<file path="config.mk">
export PLATFORM = sky130hd
export DESIGN_NAME = signed_int_to_decimal_ascii_unit_flat
export DESIGN_NICKNAME = d
export VERILOG_FILES = /design/src/sv/sidec_pkg.sv /design/src/sv/sidec_in_if.sv /design/src/sv/sidec_out_if.sv /design/src/sv/sidec_dp.sv /design/src/sv/sidec_ctrl.sv /design/src/sv/signed_int_to_decimal_ascii_unit.sv /design/src/flat_wrapper.sv
export SDC_FILE = /design/constraint.sdc
export NUM_CORES = 1
export LEC_CHECK = 0
export ABC_AREA = 1
export BUFFER_PORTS_ARGS = -buffer_cell sky130_fd_sc_hd__buf_2
export CAP_MARGIN = 20
export CORE_MARGIN = 3
export CORE_UTILIZATION = 25
export DETAILED_ROUTE_END_ITERATION = 10
export GPL_TIMING_DRIVEN = 1
export PLACE_DENSITY = 0.42
export SLEW_MARGIN = 20
export SYNTH_ARGS = -nofsm -noshare
export SYNTH_HDL_FRONTEND = slang
export SYNTH_SLANG_ARGS = --single-unit
export TNS_END_PERCENT = 10
</file>
<file path="constraint.sdc">
create_clock -name clk_i -period 2.05 [get_ports clk_i]
set_input_delay 0.41 -clock clk_i [delete_from_list [all_inputs] [get_ports clk_i]]
set_output_delay 0.41 -clock clk_i [all_outputs]
set_load 0.05 [all_outputs]
</file>
<file path="src/sv/sidec_pkg.sv">
// Shared constants and control types for the signed integer to decimal
// ASCII unit. No dependencies; imported by every other file of the block.
package sidec_pkg;

  localparam int unsigned ValueWidth = 32;
  localparam int unsigned NumDigits  = 10;
  localparam int unsigned BcdWidth   = 4 * NumDigits;
  localparam int unsigned CntWidth   = $clog2(ValueWidth);
  localparam int unsigned IdxWidth   = $clog2(NumDigits);
  localparam int unsigned CharWidth  = 8;

  localparam logic [CharWidth-1:0] AsciiZero  = 8'd48;
  localparam logic [CharWidth-1:0] AsciiMinus = 8'd45;

  // Commands from the controller to the datapath
  typedef struct packed {
    logic load;      // capture a new value
    logic step;      // one shift-and-add-3 iteration
    logic lead;      // find the most significant non-zero digit
    logic dec_idx;   // move on to the next lower digit
    logic sel_sign;  // present the minus sign instead of a digit
  } sidec_cmd_t;

  // Status from the datapath to the controller
  typedef struct packed {
    logic conv_done; // final iteration is under way
    logic neg;       // captured value was negative
    logic idx_zero;  // current digit is the units digit
  } sidec_status_t;

endpackage

</file>
<file path="src/sv/sidec_in_if.sv">
// Input channel of the decimal ASCII unit: one signed 32-bit value per beat.
// Depends on sidec_pkg.
interface sidec_in_if import sidec_pkg::*; ();
  logic                         valid;
  logic                         ready;
  logic signed [ValueWidth-1:0] value;

  modport source (output valid, output value, input ready);
  modport sink   (input valid, input value, output ready);
endinterface

</file>
<file path="src/sv/sidec_out_if.sv">
// Output channel of the decimal ASCII unit: one character per beat.
// Depends on sidec_pkg.
interface sidec_out_if import sidec_pkg::*; ();
  logic                 valid;
  logic                 ready;
  logic [CharWidth-1:0] character;
  logic                 last_char;

  modport source (output valid, output character, output last_char, input ready);
  modport sink   (input valid, input character, input last_char, output ready);
endinterface

</file>
<file path="src/sv/sidec_dp.sv">
// Datapath of the decimal ASCII unit: magnitude and BCD shift registers,
// digit pointer and character selection. Depends on sidec_pkg.
module sidec_dp import sidec_pkg::*; (
  input  logic                         clk_i,
  input  logic                         rst_ni,
  input  logic signed [ValueWidth-1:0] value_i,
  input  sidec_cmd_t                   cmd_i,
  output sidec_status_t                status_o,
  output logic [CharWidth-1:0]         character_o
);

  logic [ValueWidth-1:0] mag_q, mag_d;
  logic [BcdWidth-1:0]   bcd_q, bcd_d, bcd_adj;
  logic                  neg_q;
  logic [CntWidth-1:0]   cnt_q;
  logic [IdxWidth-1:0]   idx_q, top_idx;
  logic [ValueWidth-1:0] raw;
  logic [3:0]            cur_digit;

  assign raw = value_i;

  // add-3 correction on every digit that would overflow when doubled
  always_comb begin
    for (int i = 0; i < NumDigits; i++) begin
      if (bcd_q[4*i +: 4] >= 4'd5) begin
        bcd_adj[4*i +: 4] = bcd_q[4*i +: 4] + 4'd3;
      end else begin
        bcd_adj[4*i +: 4] = bcd_q[4*i +: 4];
      end
    end
  end

  assign bcd_d = {bcd_adj[BcdWidth-2:0], mag_q[ValueWidth-1]};
  assign mag_d = {mag_q[ValueWidth-2:0], 1'b0};

  // most significant non-zero digit; units digit when all are zero
  always_comb begin
    top_idx = '0;
    for (int i = 0; i < NumDigits; i++) begin
      if (bcd_q[4*i +: 4] != 4'd0) begin
        top_idx = IdxWidth'(i);
      end
    end
  end

  // payload registers
  always_ff @(posedge clk_i) begin
    if (cmd_i.load) begin
      neg_q <= raw[ValueWidth-1];
      mag_q <= raw[ValueWidth-1] ? (~raw + 1'b1) : raw;
      bcd_q <= '0;
    end else if (cmd_i.step) begin
      mag_q <= mag_d;
      bcd_q <= bcd_d;
    end
  end

  // iteration counter and digit pointer
  always_ff @(posedge clk_i or negedge rst_ni) begin
    if (!rst_ni) begin
      cnt_q <= '0;
      idx_q <= '0;
    end else begin
      if (cmd_i.load) begin
        cnt_q <= '0;
      end else if (cmd_i.step) begin
        cnt_q <= cnt_q + 1'b1;
      end
      if (cmd_i.lead) begin
        idx_q <= top_idx;
      end else if (cmd_i.dec_idx) begin
        idx_q <= idx_q - 1'b1;
      end
    end
  end

  assign cur_digit = bcd_q[{idx_q, 2'b00} +: 4];

  assign character_o = cmd_i.sel_sign ? AsciiMinus : (AsciiZero + {4'b0000, cur_digit});

  assign status_o.conv_done = (cnt_q == {CntWidth{1'b1}});
  assign status_o.neg       = neg_q;
  assign status_o.idx_zero  = (idx_q == '0);

`ifndef NO_ASSERTIONS
  a_load_clears: assert property (@(posedge clk_i) disable iff (!rst_ni)
    cmd_i.load |=> (cnt_q == '0) && (bcd_q == '0))
    else $error("load did not clear the converter");

  a_lead_in_range: assert property (@(posedge clk_i) disable iff (!rst_ni)
    cmd_i.lead |=> (idx_q < IdxWidth'(NumDigits)))
    else $error("digit pointer beyond the top digit");

  a_digit_valid: assert property (@(posedge clk_i) disable iff (!rst_ni)
    $past(cmd_i.lead) |-> (cur_digit <= 4'd9))
    else $error("converted digit is not decimal");
`endif

endmodule

</file>
<file path="src/sv/sidec_ctrl.sv">
// Controller of the decimal ASCII unit: sequences capture, conversion and
// character output. Depends on sidec_pkg.
module sidec_ctrl import sidec_pkg::*; (
  input  logic          clk_i,
  input  logic          rst_ni,
  input  logic          in_valid_i,
  output logic          in_ready_o,
  output logic          out_valid_o,
  input  logic          out_ready_i,
  output logic          out_last_o,
  input  sidec_status_t status_i,
  output sidec_cmd_t    cmd_o
);

  typedef enum logic [4:0] {
    S_IDLE  = 5'b00001,
    S_CONV  = 5'b00010,
    S_LEAD  = 5'b00100,
    S_SIGN  = 5'b01000,
    S_DIGIT = 5'b10000
  } state_e;

  state_e state_q, state_d;

  // next state and commands
  always_comb begin
    state_d     = state_q;
    cmd_o       = '0;
    in_ready_o  = 1'b0;
    out_valid_o = 1'b0;
    out_last_o  = 1'b0;
    case (state_q)
      S_IDLE: begin
        in_ready_o = 1'b1;
        if (in_valid_i) begin
          cmd_o.load = 1'b1;
          state_d    = S_CONV;
        end
      end
      S_CONV: begin
        cmd_o.step = 1'b1;
        if (status_i.conv_done) begin
          state_d = S_LEAD;
        end
      end
      S_LEAD: begin
        cmd_o.lead = 1'b1;
        state_d    = status_i.neg ? S_SIGN : S_DIGIT;
      end
      S_SIGN: begin
        out_valid_o    = 1'b1;
        cmd_o.sel_sign = 1'b1;
        if (out_ready_i) begin
          state_d = S_DIGIT;
        end
      end
      S_DIGIT: begin
        out_valid_o = 1'b1;
        out_last_o  = status_i.idx_zero;
        if (out_ready_i) begin
          if (status_i.idx_zero) begin
            state_d = S_IDLE;
          end else begin
            cmd_o.dec_idx = 1'b1;
          end
        end
      end
      default: begin
        state_d = S_IDLE;
      end
    endcase
  end

  always_ff @(posedge clk_i or negedge rst_ni) begin
    if (!rst_ni) begin
      state_q <= S_IDLE;
    end else begin
      state_q <= state_d;
    end
  end

`ifndef NO_ASSERTIONS
  a_load_starts: assert property (@(posedge clk_i) disable iff (!rst_ni)
    cmd_o.load |=> (state_q == S_CONV))
    else $error("capture not followed by conversion");

  a_last_frees: assert property (@(posedge clk_i) disable iff (!rst_ni)
    out_valid_o && out_ready_i && out_last_o |=> in_ready_o)
    else $error("not ready for a new value after the final character");

  a_no_out_in_conv: assert property (@(posedge clk_i) disable iff (!rst_ni)
    cmd_o.step |-> !out_valid_o && !in_ready_o)
    else $error("handshake open during conversion");
`endif

endmodule

</file>
<file path="src/sv/signed_int_to_decimal_ascii_unit.sv">
// Top level of the signed integer to decimal ASCII unit.
// Depends on sidec_pkg, sidec_in_if, sidec_out_if, sidec_ctrl and sidec_dp.

// Each accepted 32-bit two's complement value comes out as its decimal text,
// one ASCII character per output beat, most significant first: a leading '-'
// for negative values, no leading zeros, a single '0' for zero, and
// last_char set on the final digit; an item has 1 to 11 characters. Each item
// passes through capture, 32 iterations of the bit-serial shift-and-add-3
// binary to BCD converter and location of the leading digit, then comes out
// at one character per cycle while the output is not stalled. The input is
// ready only between items.
module signed_int_to_decimal_ascii_unit import sidec_pkg::*; (
  input  logic        clk_i,
  input  logic        rst_ni,
  sidec_in_if.sink    in_i,
  sidec_out_if.source out_o
);

  sidec_cmd_t           cmd;
  sidec_status_t        status;
  logic [CharWidth-1:0] character;
  logic                 out_valid;
  logic                 out_last;
  logic                 in_ready;

  sidec_ctrl u_ctrl (
    .clk_i       (clk_i),
    .rst_ni      (rst_ni),
    .in_valid_i  (in_i.valid),
    .in_ready_o  (in_ready),
    .out_valid_o (out_valid),
    .out_ready_i (out_o.ready),
    .out_last_o  (out_last),
    .status_i    (status),
    .cmd_o       (cmd)
  );

  sidec_dp u_dp (
    .clk_i       (clk_i),
    .rst_ni      (rst_ni),
    .value_i     (in_i.value),
    .cmd_i       (cmd),
    .status_o    (status),
    .character_o (character)
  );

  assign in_i.ready      = in_ready;
  assign out_o.valid     = out_valid;
  assign out_o.character = character;
  assign out_o.last_char = out_last;

endmodule
</file>
<file path="src/flat_wrapper.sv">
// flat-port wrapper written by rule: the top's interface ports become plain ports
module signed_int_to_decimal_ascii_unit_flat import sidec_pkg::*;
  (clk_i, rst_ni, in_i_valid, in_i_value, in_i_ready, out_o_valid, out_o_character, out_o_last_char, out_o_ready);
  sidec_in_if in_i_i ();
  sidec_out_if out_o_i ();
  input  logic clk_i;
  input  logic rst_ni;
  input wire logic [$bits(in_i_i.valid)-1:0] in_i_valid;
  input wire logic [$bits(in_i_i.value)-1:0] in_i_value;
  output wire logic [$bits(in_i_i.ready)-1:0] in_i_ready;
  output wire logic [$bits(out_o_i.valid)-1:0] out_o_valid;
  output wire logic [$bits(out_o_i.character)-1:0] out_o_character;
  output wire logic [$bits(out_o_i.last_char)-1:0] out_o_last_char;
  input wire logic [$bits(out_o_i.ready)-1:0] out_o_ready;
  assign in_i_i.valid = in_i_valid;
  assign in_i_i.value = in_i_value;
  assign in_i_ready = in_i_i.ready;
  assign out_o_valid = out_o_i.valid;
  assign out_o_character = out_o_i.character;
  assign out_o_last_char = out_o_i.last_char;
  assign out_o_i.ready = out_o_ready;
  signed_int_to_decimal_ascii_unit u_core (.clk_i(clk_i), .rst_ni(rst_ni), .in_i(in_i_i), .out_o(out_o_i));
endmodule
</file>
Yosys cells after proc, flatten, opt, wreduce, memory -nomap -nowiden. Cells that the tools add are included.

Logic and storage cells: 102. Output and inout port bits: 11. Flip-flop bits (word level): 87.

Eq/ne operators: 11. $add $sub $neg: 14. Order comparisons: 10. Multiplexer cells: 45. Shifts and indexed selects: 1. Bitwise logic cells: 1. Reductions and logical operators: 14.

Operator list (number): $mux 32 (3); $mux 4 (19); $ge 4x3->1 const B (10); $mux 5 (8); $shiftx 40x7->4 (1); $add 4x2->4 const B (9); $reduce_bool 4->1 (9); $add 32x1->32 const B (1); $not 32->32 (1); $pmux 5 s5 (1); $mux 1 (12); $eq 5x5->1 const B (2); $ne 2x2->1 const B (4); $add 6x4->7 const A (1); $mux 7 (1); $add 5x1->5 const B (1); $eq 5x1->1 const B (1); $eq 5x2->1 const B (1); $eq 5x3->1 const B (1); $eq 5x4->1 const B (1); $reduce_and 5->1 (1); $logic_not 4->1 (1); $reduce_bool 2->1 (2); $sub 4x1->4 const B (1); other kinds (4) (4).

Longest topological paths before layout. Gate-level depths: netlist of the first run.

Depth in word-level cells: 11. Depth in mapped cells: 12.

Hierarchy. From an unflattened synthesis of the first run, not the netlist that was laid out.

Cell total of the unflattened synthesis: 809. Area, all modules: 5774.3 µm².

By module, submodules not included: sidec_dp (cells an instance 758, area an instance 5397.7 µm², seq. area each 2016.9 µm², times used 1); sidec_ctrl (cells an instance 51, area an instance 376.6 µm², seq. area each 126.4 µm², times used 1).

Worst setup path after synthesis of the first run. No wires, ideal clock.

Path kind: reg-to-output. From: reg u_core.u_dp.idx_q[0]. To: out out_o_last_char. Buffers on the path: 1. Data required time: 1640 ps. Path slack: -439 ps. Arrival time: 2079 ps. Cell stages (with the launch flop): 6. Path through: dfrtp_1 inv_2 clkbuf_1 ha_1 nand2_2 nor3_1.

Word-level cells in the longest chain between the ends: 2.

RTL lines: start: declaration (line sidec_dp.sv:16) `logic [IdxWidth-1:0] idx_q, top_idx;`; start signal: assignment (line sidec_dp.sv:70) `idx_q <= top_idx;`; start signal: assignment (line sidec_dp.sv:72) `idx_q <= idx_q - 1'b1;`; $logic_not 4->1 (line sidec_dp.sv:83) `assign status_o.idx_zero = (idx_q == '0);`; $mux 1 (line sidec_ctrl.sv:32) `case (state_q)`; end: declaration (line flat_wrapper.sv:13) `output wire logic [$bits(out_o_i.last_char)-1:0] out_o_last_char;`.

Every way passes these cells.

Worst setup path in the final report of the first run.
From: reg u_core.u_dp.idx_q[0]. To: out out_o_character[3].

Word-level cells in the longest chain between the ends: 3.

RTL lines: $shiftx 40x7->4 (line sidec_dp.sv:77) `assign cur_digit = bcd_q[{idx_q, 2'b00} +: 4];`; $add 6x4->7 (line sidec_dp.sv:79) `assign character_o = cmd_i.sel_sign ? AsciiMinus : (AsciiZero + {4'b0000, cur_digit});`; $mux 7 (line sidec_dp.sv:79); end: declaration (line flat_wrapper.sv:12) `output wire logic [$bits(out_o_i.character)-1:0] out_o_character;`.

Every way passes these cells.

==> reports/qor_table.md, run 1 <==
| Parameter | This run | Unit |
|:---|:---|:---|
| Worst flop-to-flop path startpoint | u_core.u_dp.idx_q[0] | - |
| Endpoint class of the critical path | primary output | - |
| Total iterations of the first detailed-routing run | 4 | - |
| Sequential-to-total area share from yosys stat | 37.2 | % |
| XOR/XNOR share of the synthesized area | 4.40 | % |
| Number of warnings issued by yosys | 0 | - |
| Bufs on Longest Clock Path | 2 | - |
| Final clock skew | 0.0121 | ns |
| Final period utilization | 104 | % |
| Startpoint of the tightest hold check path | in_i_value[31] | - |
| Result of the run | complete, but fails checks | - |
| Crit-path slowest cell | sky130_fd_sc_hd__dfrtp_2 | - |
| Dominant combinational cell family by area after synthesis | simple AND/OR/NAND/NOR gates | - |
| Most instantiated flip-flop cell in the synthesis netlist | sky130_fd_sc_hd__dfxtp_1 | - |
| Buffering stage count on the worst path with inverters included | 2 | - |
| Global route overflow | 0 | - |
| Total wire length after detailed routing | 15.3 | mm |
| Aggregate global-route resource usage | 12.8 | % |
| Root Driver | sky130_fd_sc_hd__clkbuf_16 | - |
| Average footprint of a synthesized cell | 7.28 | sq um |
| Share of power burned in registers | 34.3 | % |
| Worst Hold Class | input port to flop | - |
| First-pass GRT wire length | 25.6 | mm |
| Weighted congestion reported at the end of routability-driven placement | 0.838 | - |
| Clock insertion delay at the later pin of the skew report | 0.35 | ns |
| Mapped Area | 5770 | sq um |
| Post-synth top area share | 17.2 | % |
| Final ANT Viol Nets | 0 | - |
| Initial antenna violation count | 0 | - |
| Number of rows in the core area | 54 | - |
| Buffers on Ports | 43 | - |
| Number of instances in the placed design | 1100 | - |
| Final cell count without fillers | 1120 | - |
| Io pins | 47 | - |
| Critical path data arrival time | 1.72 | ns |
| Maximum number of pins on one net before global-route repair | 56 | - |
| Layout Cell Area excl Fill | 6760 | sq um |
| Cell-internal power | 4.80 | mW |
| Compound-Gate Fraction of Synth Area | 16.4 | % |
| RSZ-0062 raised after global routing | true | - |
| Critical path data required time | 1.64 | ns |
| Area growth from synthesis to final layout | 17.1 | % |
| Critical-path maximum fanout | 8 | - |
| Number of global-route vias before repair | 5018 | - |
| Gate family responsible for the most delay along the worst path | flip-flops | - |
| Net switching component of the power | 3.26 | mW |
| Share of synthesized flip-flops with an asynchronous set or reset | 16.1 | % |
| Sequence of cells on the critical path | buf_6 > a21oi_1 > o21ai_1 > nand3_1 > nand3_2 > o211ai_1 > buf_4 | - |
| Worst slew margin relative to its limit | 65.7 | % |
| Total power per unit cell area | 1190 | nW/um^2 |
| Final cell utilization of the core | 30.4 | % |
| Maximum cell stage delay along the critical path | 0.46 | ns |
| Failing checks | negative setup slack | - |
| Fmax | 470 | MHz |
| Detail-routed net length per standard cell | 13.7 | um |
| Residual DRC | 0 | - |
| Initial Utilization | 26.0 | % |
| First-iteration detailed-routing DRC count | 239 | - |
| Horiz. Die Dim | 158 | um |
| Share of power burned in combinational logic | 42.4 | % |
| Final hold violation count | 0 | - |
| DP Area | 6320 | sq um |
| Fraction of final layout cells sized beyond drive strength 1 | 14.9 | % |
| Total Nets Final | 895 | - |
| Register Area | 2140 | sq um |
| Count of antenna diodes in the layout | 0 | - |
| Peak supply drop | 0.613 | mV |
| Worst-case setup margin in the final layout | -0.0789 | ns |
| Mux share of post-synthesis cell area | 0 | % |
| Die height | 158 | um |
| Hpwl dp | 11.3 | mm |
| Switching power as a share of total power | 40.4 | % |
| Kind of critical path | flop to primary output | - |
| Area of the core region | 22200 | sq um |
| Post-Synth Adder-Cell Area | 5.20 | % |
| Number of synthesized register bits | 87 | - |
| Number of max-capacitance violations reported | 0 | - |
| Clock transition time at the flip-flop clock pins of the worst setup and hold paths | 0.07 | ns |
| EDFF count, synth | 33 | - |
| Cell taking the most area after synthesis | sky130_fd_sc_hd__edfxtp_1 | - |
| Number of distinct library cell variants in the gate-level netlist after synthesis | 46 | - |
| Leak | 2.86 | nW |
| Number of inserted filler cells in the final layout | 2401 | - |
| Number of buffers added by the clock tree synthesis step | 9 | - |
| Post-Synthesis Cells | 792 | - |
| Final setup viols | 4 | - |
| Startpoint kind of the worst setup timing path | flop | - |
| Vias | 5129 | - |
| Fraction of the mapped netlist area in simple logic gates | 28.1 | % |
| Per-cell via count in the routed design | 4.58 | - |
| Clock period minus worst slack | 2.13 | ns |
| Die ar. | 24900 | sq um |
| Clock share of power | 23.3 | % |
| Clk sinks | 87 | - |
| CP Launch Point | u_core.u_dp.idx_q[0] | - |
| Multi-input logic area | 3170 | sq um |
| Transition time at the pin with the least slew margin | 0.514 | ns |
| Number of max-slew violations in the final report | 0 | - |
| Cell types occupying the most area after synthesis | sky130_fd_sc_hd__edfxtp_1, sky130_fd_sc_hd__dfxtp_1, sky130_fd_sc_hd__nand2_1 | - |
| CTS tree | done | - |
| Pre-CTS WS | 0.156 | ns |
| Max H-tree Level | 3 | - |
==> path summary, 6_finish.rpt <==
kind	to	slack, ns	cells after the start
worst min-delay path	u_core.u_dp.neg_q	0.31	1
worst max-delay path	out_o_character[3]	-0.08	7
min in group asynchronous	u_core.u_dp.idx_q[1]	0.50	2
max in group asynchronous	u_core.u_ctrl.state_q[0]	1.25	2
worst max register to register	u_core.u_ctrl.state_q[4]	0.34	10
worst min register to register	u_core.u_dp.bcd_q[0]	0.48	2
==> power by group through the flow <==
| stage | Sequential (mW) | Combinational (mW) | Clock (mW) |
|---|---|---|---|
| after floorplan | 2.72 | 2.37 | 0 |
| after global placement | 2.78 | 3.30 | 0 |
| after detailed placement | 2.78 | 3.30 | 0 |
| after CTS | 2.77 | 3.47 | 1.94 |
| after global routing | 2.82 | 3.84 | 2.01 |
| final | 2.77 | 3.41 | 1.87 |
==> cell usage after synthesis (all sizes together) (3+ instances only) <==
cell,count
clkbuf,4
buf,26
nor2,86
edfxtp,33
xnor2,4
o21ai,96
o31ai,6
nand4,11
nand2,198
dfrtp,13
dfxtp,40
nor3,5
ha,24
inv,85
a21oi,37
xor2,25
o211ai,7
nand3b,3
nand3,60
o32ai,4
o22ai,15
==> sequential cells by signal, indices dropped and copies added, names as in the netlist <==
name / count
u_core.u_dp.neg_q: 1
u_core.u_dp.idx_q: 4
u_core.u_dp.mag_q: 32
u_core.u_dp.bcd_q: 40
u_core.u_ctrl.state_q: 5
u_core.u_dp.cnt_q: 5
==> area by class of cell <==
type / instances / share of cell area (%)
repair buffers: 60 / 6.35
well taps: 280 / 5.19
clock buffers: 11 / 3.78
multi-input cells: 591 / 46.9
inverters: 85 / 4.80
flip-flops and latches: 87 / 31.7
clock inverters: 5 / 1.17
repair inverters: 1 / 0.111
==> logic make-up (layout without fill, tap and decap cells) <==
group,count (synthesis),in the layout
and+or+nand+nor,365,365
AOI/OAI and AO/OA,170,170
buffers and inverters,115,162
DFF,87,87
xor gates and xnor gates,29,29
adders and majority gates,24,24
other,2,3
==> per-layer routing <==
layer | vias to the layer above | share of wire (%) | wire length [um] | global-route usage, %
met5 | - | 0 | 0 | 0
met3 | 9 | 3.6 | 556 | 2.90
met1 | 2320 | 51 | 7820 | 17.7
li1 | 2719 | - | - | -
met2 | 81 | 45 | 6840 | 20.6
met4 | 0 | 0.85 | 131 | 2.56
==> metrics by stage <==
step,power (mW),hold WS [ns],TNS [ns]
2_1_floorplan,5.09,0.114,-0.0154
3_3_place_gp,6.08,0.344,0
3_5_place_dp,6.08,0.346,0
4_1_cts,8.18,0.298,-0.415
5_1_grt,8.67,0.302,-0.721
6_report,8.05,0.311,-0.263
==> layout by cell type, fill, tap and decap left out, types with 5 or more instances in the layout <==
cell / Yosys / final
sky130_fd_sc_hd__a21oi_1: 36 / 33
sky130_fd_sc_hd__buf_2: 15 / 37
sky130_fd_sc_hd__buf_4: 9 / 13
sky130_fd_sc_hd__clkbuf_16: 0 / 10
sky130_fd_sc_hd__dfrtp_1: 13 / 12
sky130_fd_sc_hd__dfxtp_1: 40 / 40
sky130_fd_sc_hd__edfxtp_1: 33 / 33
sky130_fd_sc_hd__ha_1: 24 / 24
sky130_fd_sc_hd__inv_1: 76 / 75
sky130_fd_sc_hd__inv_2: 9 / 8
sky130_fd_sc_hd__nand2_1: 192 / 192
sky130_fd_sc_hd__nand3_1: 56 / 53
sky130_fd_sc_hd__nand3_2: 3 / 6
sky130_fd_sc_hd__nand4_1: 9 / 9
sky130_fd_sc_hd__nor2_1: 76 / 76
sky130_fd_sc_hd__nor2_2: 8 / 8
sky130_fd_sc_hd__o211ai_1: 7 / 7
sky130_fd_sc_hd__o21ai_0: 76 / 67
sky130_fd_sc_hd__o21ai_1: 18 / 27
sky130_fd_sc_hd__o22ai_1: 15 / 15
sky130_fd_sc_hd__o31ai_1: 5 / 5
sky130_fd_sc_hd__xor2_1: 25 / 25
==> timing repair <==
action                     4_1_cts  5_1_grt
setup endpoints to repair        5        6
gates resized for setup         23        8
hold buffers                     1        0
hold endpoints to repair        13        0
gates cloned                     2        0
setup buffers                    1        0
pin swaps                       10        6
No activity file was read; power rests on OpenSTA's default activity.
==> inputs of run 2 (changes only) <==
--- a/config.mk
+++ b/config.mk
@@ -15,2 +15,3 @@
 export PLACE_DENSITY = 0.42
+export REMOVE_ABC_BUFFERS = 1
 export SLEW_MARGIN = 20
==> constraint.sdc (replaced) <==
create_clock -name clk_i -period 2.05 [get_ports clk_i]
set_input_delay 0 -clock clk_i [delete_from_list [all_inputs] [get_ports clk_i]]
set_output_delay 0 -clock clk_i [all_outputs]
set_load 0.05 [all_outputs]
==> run 2 against run 1 <==
Flip-flop and latch count unchanged. Clock power decreased by 16%. Critical endpoint is now out_o_character[1]. Power decreased by 6.9%. Die area unchanged. Register-to-register slack improved by 0.02 ns. Cell count decreased by 0.18%. Highest routed layer unchanged. Global-route usage increased by 0.24 points. The flow now finishes without violations.
==> reports/qor_table.md, run 2 (synthesis gave the netlist of run 1 again) <==
| Parameter | This run | Unit |
|:---|:---|:---|
| Result of the run | completed | - |
| Setup bufs post-CTS | 0 | - |
| Overall power consumption | 7.50 | mW |
| Io pins | 47 | - |
| Top Registers | u_core.u_dp.bcd_q x40, u_core.u_dp.mag_q x32 | - |
| Worst Reg2Reg Path Length in Cells | 7 | - |
| Total wire length after detailed routing | 15.5 | mm |
| Die height | 158 | um |
| Critical-path maximum fanout | 20 | - |
| Maximum cell stage delay along the critical path | 0.38 | ns |
| First-pass GRT wire length | 26.0 | mm |
| Root Driver | sky130_fd_sc_hd__clkbuf_16 | - |
| Kind of critical path | flop to primary output | - |
| Total power per unit cell area | 1140 | nW/um^2 |
| Startpoint of the tightest hold check path | in_i_value[29] | - |
| Area growth from synthesis to final layout | 14.4 | % |
| Final ANT Viol Nets | 0 | - |
| Endpoint class of the critical path | primary output | - |
| Final cell count without fillers | 1118 | - |
| First-iteration detailed-routing DRC count | 236 | - |
| Crit-path slowest cell | sky130_fd_sc_hd__dfrtp_1 | - |
| Die ar. | 24900 | sq um |
| Worst Hold Depth | 4 | - |
| Leak | 2.79 | nW |
| Number of max-capacitance violations reported | 0 | - |
| Critical path data required time | 2.05 | ns |
| Max FFs per register | 40 | - |
| Register containing the most flip-flops in the final layout | u_core.u_dp.bcd_q | - |
| Register Area | 2140 | sq um |
| Vias | 5108 | - |
| Final setup viols | 0 | - |
| Number of instances in the placed design | 1098 | - |
| Max H-tree Level | 3 | - |
| Number of rows in the core area | 54 | - |
| Worst reg-to-reg setup slack | 0.36 | ns |
| Worst hold slack after final layout | 0.0356 | ns |
| Number of buffers added by the clock tree synthesis step | 9 | - |
| Clk sinks | 87 | - |
| Clock transition time at the flip-flop clock pins of the worst setup and hold paths | 0.07 | ns |
| Commonest non-fill, non-tap cells in the layout | sky130_fd_sc_hd__nand2_1, sky130_fd_sc_hd__inv_1, sky130_fd_sc_hd__nor2_1, sky130_fd_sc_hd__o21ai_0, sky130_fd_sc_hd__nand3_1 | - |
| Initial Utilization | 26.0 | % |
| Bufs on Longest Clock Path | 2 | - |
| Count of antenna diodes in the layout | 0 | - |
| Multi-input logic area | 3130 | sq um |
| Maximum number of pins on one net before global-route repair | 63 | - |
| Hpwl dp | 11.3 | mm |
| Endpoint with the worst hold slack | u_core.u_dp.mag_q[29] | - |
| Aggregate global-route resource usage | 13.0 | % |
| Clock period minus worst slack | 1.84 | ns |
| Startpoint kind of the worst setup timing path | flop | - |
| Number of max-slew violations in the final report | 0 | - |
| Worst flop-to-flop path startpoint | u_core.u_ctrl.state_q[0] | - |
| Fmax | 543 | MHz |
| Detail-routed net length per standard cell | 13.9 | um |
| Global route overflow | 0 | - |
| Area of the core region | 22200 | sq um |
| Worst Hold Class | input port to flop | - |
| Total iterations of the first detailed-routing run | 4 | - |
| Critical path's most frequent cell | sky130_fd_sc_hd__nand3_1 | - |
| Number of global-route vias before repair | 5029 | - |
| Sequence of cells on the critical path | inv_2 > buf_4 > a21oi_1 > o21ai_0 > nand3_1 > nand3_1 > a21boi_1 > buf_2 | - |
| Peak supply drop | 0.660 | mV |
| Clock insertion delay at the later pin of the skew report | 0.35 | ns |
| Initial antenna violation count | 0 | - |
| Worst slew margin relative to its limit | 65.0 | % |
| Most common library cell in the layout ignoring fill and taps | sky130_fd_sc_hd__nand2_1 | - |
| CTS tree | done | - |
| Final hold violation count | 0 | - |
| Weighted congestion reported at the end of routability-driven placement | 0.749 | - |
| Final cell utilization of the core | 29.7 | % |
| Per-cell via count in the routed design | 4.57 | - |
| RSZ-0062 raised after global routing | false | - |
| Final period utilization | 89.8 | % |
| Endpoint of the lowest-slack register-to-register path | u_core.u_ctrl.state_q[0] | - |
| Buffers on Ports | 43 | - |
| Setup TNS | 0 | ns |
| Number of inserted filler cells in the final layout | 2434 | - |
| Fraction of final layout cells sized beyond drive strength 1 | 12.9 | % |
| Critical path data arrival time | 1.84 | ns |
| Total Nets Final | 893 | - |
| Residual DRC | 0 | - |
| Transition time at the pin with the least slew margin | 0.524 | ns |
| Horiz. Die Dim | 158 | um |
| Final clock skew | 0.00990 | ns |
[run 2: cell count changes in the layout (fill, tap and decap cells not counted), sizes merged]
| cell | delta |
|---|---|
| buf | -3 |
| clkbuf | -2 |
| clkinv | +1 |
| clkinvlp | +1 |
| bufinv | -2 |
| dlygate4sd3 | +3 |
[run 2: report_power, final]
group	internal, mW	switching, mW	total [mW]
Sequential	2.50	0.248	2.75
Clock	0.847	0.726	1.57
Combinational	0.977	2.20	3.17
Total	4.33	3.17	7.50
[run 2: worst max path at each step]
stage,start,to,slack [ns],cells after the start
global placement,u_core.u_ctrl.state_q[0],u_core.u_ctrl.state_q[0],0.39,7
detailed placement,u_core.u_ctrl.state_q[0],u_core.u_ctrl.state_q[0],0.35,7
CTS,u_core.u_dp.idx_q[0],out_o_character[1],0.18,7
finish,u_core.u_dp.idx_q[0],out_o_character[1],0.21,8
floorplan,u_core.u_ctrl.state_q[3],u_core.u_dp.mag_q[0],-0.29,5
global route,u_core.u_dp.idx_q[0],out_o_character[0],0.06,7
[run 2: layout make-up]
| class | count | share of cell area (%) |
|---|---|---|
| Clock buffer | 10 | 3.62 |
| Clock inverter | 6 | 0.550 |
| Tap cell | 280 | 5.31 |
| Multi-Input combinational cell | 591 | 47.4 |
| Sequential cell | 87 | 32.5 |
| Inverter | 85 | 4.83 |
| Timing Repair Buffer | 59 | 5.80 |
[run 2: what timing repair did]
item                                    in CTS  in global routing
resized for setup                            0                  0
endpoints found under the hold margin       18                  0
hold buffers                                 4                  0
endpoints found under the setup margin       0                  0
[run 2: routing by layer]
metal	track usage [%]	wire length, um
met2	21.3	7190
met5	0	0
met4	2.31	115
met1	17.9	7770
met3	2.87	424
[run 2: worst max-delay path, delay by kind of cell, from the launching register on]
| kind | cells | cell delay (ns) |
|---|---|---|
| flip-flops | 1 | 0.38 |
| buffers and inverters | 3 | 0.53 |
| AND/OR/NAND/NOR | 2 | 0.21 |
| AO/OA/AOI/OAI | 3 | 0.38 |
[run 2: metrics by stage]
| step | setup slack [ns] | cell area [sq um] |
|---|---|---|
| 2_1_floorplan | -0.295 | 5590 |
| 3_3_place_gp | 0.389 | 6290 |
| 3_5_place_dp | 0.351 | 6290 |
| 4_1_cts | 0.176 | 6600 |
| 5_1_grt | 0.0585 | 6600 |
| 6_report | 0.208 | 6600 |
==> inputs of run 3 (changes only) <==
- REMOVE_ABC_BUFFERS: 1 -> unset
==> run 3 against run 2 <==
Maximum frequency shrank 2.1%. Die area unchanged. Clock skew barely moved. First-iteration DRC count up 21%. Wire length decreased by 4.1%. Register-to-register slack about the same. Critical endpoint is now out_o_character[3]. Global-route usage is 0.48 points lower. Final area up 0.36%. Critical path depth shrank 1. Clock power rose by 5%. Worst setup slack lost 0.040 ns. Combinational power hardly changed.
==> reports/qor_table.md, run 3 (synthesis gave the netlist of run 1 again) <==
| Parameter | This run | Unit |
|:---|:---|:---|
| Area growth from synthesis to final layout | 14.8 | % |
| Die ar. | 24900 | sq um |
| Clock insertion delay at the later pin of the skew report | 0.35 | ns |
| Critical-path maximum fanout | 10 | - |
| Startpoint kind of the worst setup timing path | flop | - |
| Count of antenna diodes in the layout | 0 | - |
| Final cell utilization of the core | 29.8 | % |
| Fmax | 531 | MHz |
| Clock transition time at the flip-flop clock pins of the worst setup and hold paths | 0.07 | ns |
| Initial antenna violation count | 0 | - |
| Number of max-capacitance violations reported | 0 | - |
| Worst Hold Class | input port to flop | - |
| Critical path's most frequent cell | sky130_fd_sc_hd__inv_1 | - |
| Bufs on Longest Clock Path | 2 | - |
| First-iteration detailed-routing DRC count | 285 | - |
| Weighted congestion reported at the end of routability-driven placement | 0.828 | - |
| Initial Utilization | 26.0 | % |
| CTS tree | done | - |
| Max H-tree Level | 3 | - |
| Pre-CTS WS | 0.361 | ns |
| Global routing met2 resource utilization | 20.4 | % |
| Result of the run | completed | - |
| Aggregate global-route resource usage | 12.5 | % |
| Buffering stage count on the worst path with inverters included | 4 | - |
| Final setup viols | 0 | - |
| Global routing usage on met1 | 17.1 | % |
| Detail-routed net length per standard cell | 13.3 | um |
| Maximum cell stage delay along the critical path | 0.48 | ns |
| Final hold violation count | 0 | - |
| Final ANT Viol Nets | 0 | - |
| Crit-path slowest cell | sky130_fd_sc_hd__dfrtp_2 | - |
| Horiz. Die Dim | 158 | um |
| Root Driver | sky130_fd_sc_hd__clkbuf_16 | - |
| Vias | 5079 | - |
| Buffers on Ports | 43 | - |
| Number of max-slew violations in the final report | 0 | - |
| Busiest layer in global routing | met2 | - |
| Total wire length after detailed routing | 14.9 | mm |
| Fraction of final layout cells sized beyond drive strength 1 | 13.3 | % |
| Sequence of cells on the critical path | inv_1 > buf_4 > nand2_1 > nor2_1 > inv_1 > o211ai_1 > buf_2 | - |
| Gate family responsible for the most delay along the worst path | buffers and inverters | - |
| Final period utilization | 91.8 | % |
| Clock period minus worst slack | 1.88 | ns |
| Critical path data arrival time | 1.88 | ns |
| Maximum number of pins on one net before global-route repair | 56 | - |
| Total Nets Final | 892 | - |
| GR Util met3 | 2.38 | % |
| Top Registers | u_core.u_dp.bcd_q x40, u_core.u_dp.mag_q x32 | - |
| Die height | 158 | um |
| WP depth | 7 | - |
| Number of buffers added by the clock tree synthesis step | 9 | - |
| Per-cell via count in the routed design | 4.55 | - |
| Leak | 2.80 | nW |
| Worst hold slack after final layout | 0.0455 | ns |
| Most common library cell in the layout ignoring fill and taps | sky130_fd_sc_hd__nand2_1 | - |
| Worst Hold Depth | 4 | - |
| Hpwl dp | 11.0 | mm |
| Total power per unit cell area | 1140 | nW/um^2 |
| Final clock skew | 0.0103 | ns |
| Register containing the most flip-flops in the final layout | u_core.u_dp.bcd_q | - |
| Worst-case setup margin in the final layout | 0.169 | ns |
| Max FFs per register | 40 | - |
| Critical path data required time | 2.05 | ns |
| Total iterations of the first detailed-routing run | 4 | - |
| Number of global-route vias before repair | 4989 | - |
| Clk sinks | 87 | - |
| Commonest non-fill, non-tap cells in the layout | sky130_fd_sc_hd__nand2_1, sky130_fd_sc_hd__inv_1, sky130_fd_sc_hd__nor2_1, sky130_fd_sc_hd__o21ai_0, sky130_fd_sc_hd__nand3_1 | - |
| Setup bufs post-CTS | 0 | - |
| Global route overflow | 0 | - |
| Io pins | 47 | - |
| Peak supply drop | 0.474 | mV |
| Number of rows in the core area | 54 | - |
| Kind of critical path | flop to primary output | - |
| RSZ-0062 raised after global routing | true | - |
| Worst Reg2Reg Path Length in Cells | 9 | - |
| First-pass GRT wire length | 25.1 | mm |
| Residual DRC | 0 | - |
| Area of the core region | 22200 | sq um |
| Endpoint class of the critical path | primary output | - |
[run 3: repair_timing]
action,4_1_cts,5_1_grt
gates resized for setup,1,4
hold buffers,4,0
endpoints found under the setup margin,1,3
endpoints found under the hold margin,19,0
[run 3: cell type report]
class                   count  area, sq um
fillers                  2421        15600
multi-input cells         591         3140
flip-flops and latches     87         2140
repair buffers             58          383
well taps                 280          350
inverters                  85          319
clock buffers              11          264
clock inverters             5         28.8
[run 3: power by group]
group          internal [mW]  leakage [nW]  switching [mW]
clock                  0.924         0.147           0.723
sequential              2.51         0.816           0.256
combinational           1.00          1.84            2.16
[run 3: through the flow]
step	TNS, ns	cell area (sq um)	std cells	power (mW)
2_1_floorplan	0	5780	793	5.08
3_3_place_gp	0	6280	1097	6.00
3_5_place_dp	0	6280	1097	5.99
4_1_cts	0	6620	1117	7.69
5_1_grt	-0.0131	6630	1117	8.17
6_report	0	6630	1117	7.57
[run 3: routing by layer]
metal  routed length (um)  vias up
li1                     -     2706
met1                 7670     2291
met5                    0        -
met4                  183        0
met3                  415       12
met2                 6590       70
[run 3: final timing paths]
kind                                     startpoint  slack (ns)                       end
max                            u_core.u_dp.idx_q[1]        0.17        out_o_character[3]
min                                  in_i_value[24]        0.05     u_core.u_dp.mag_q[24]
max reg2reg                u_core.u_ctrl.state_q[3]        0.36     u_core.u_dp.mag_q[29]
min reg2reg                   u_core.u_dp.mag_q[31]        0.47      u_core.u_dp.bcd_q[0]
max in group asynchronous                    rst_ni        1.66  u_core.u_ctrl.state_q[0]
min in group asynchronous                    rst_ni        0.09  u_core.u_ctrl.state_q[3]
[run 3: worst reg2reg max path, cell delays in order (launching register included)]
cell and delay (ns):
sky130_fd_sc_hd__dfrtp_1 0.44, sky130_fd_sc_hd__nor2_4 0.16, sky130_fd_sc_hd__nand4_2 0.13, sky130_fd_sc_hd__inv_2 0.10, sky130_fd_sc_hd__nand2_4 0.07, sky130_fd_sc_hd__buf_12 0.18, sky130_fd_sc_hd__inv_2 0.09, sky130_fd_sc_hd__buf_12 0.20
sky130_fd_sc_hd__nand3_1 0.12, sky130_fd_sc_hd__nand2_1 0.06
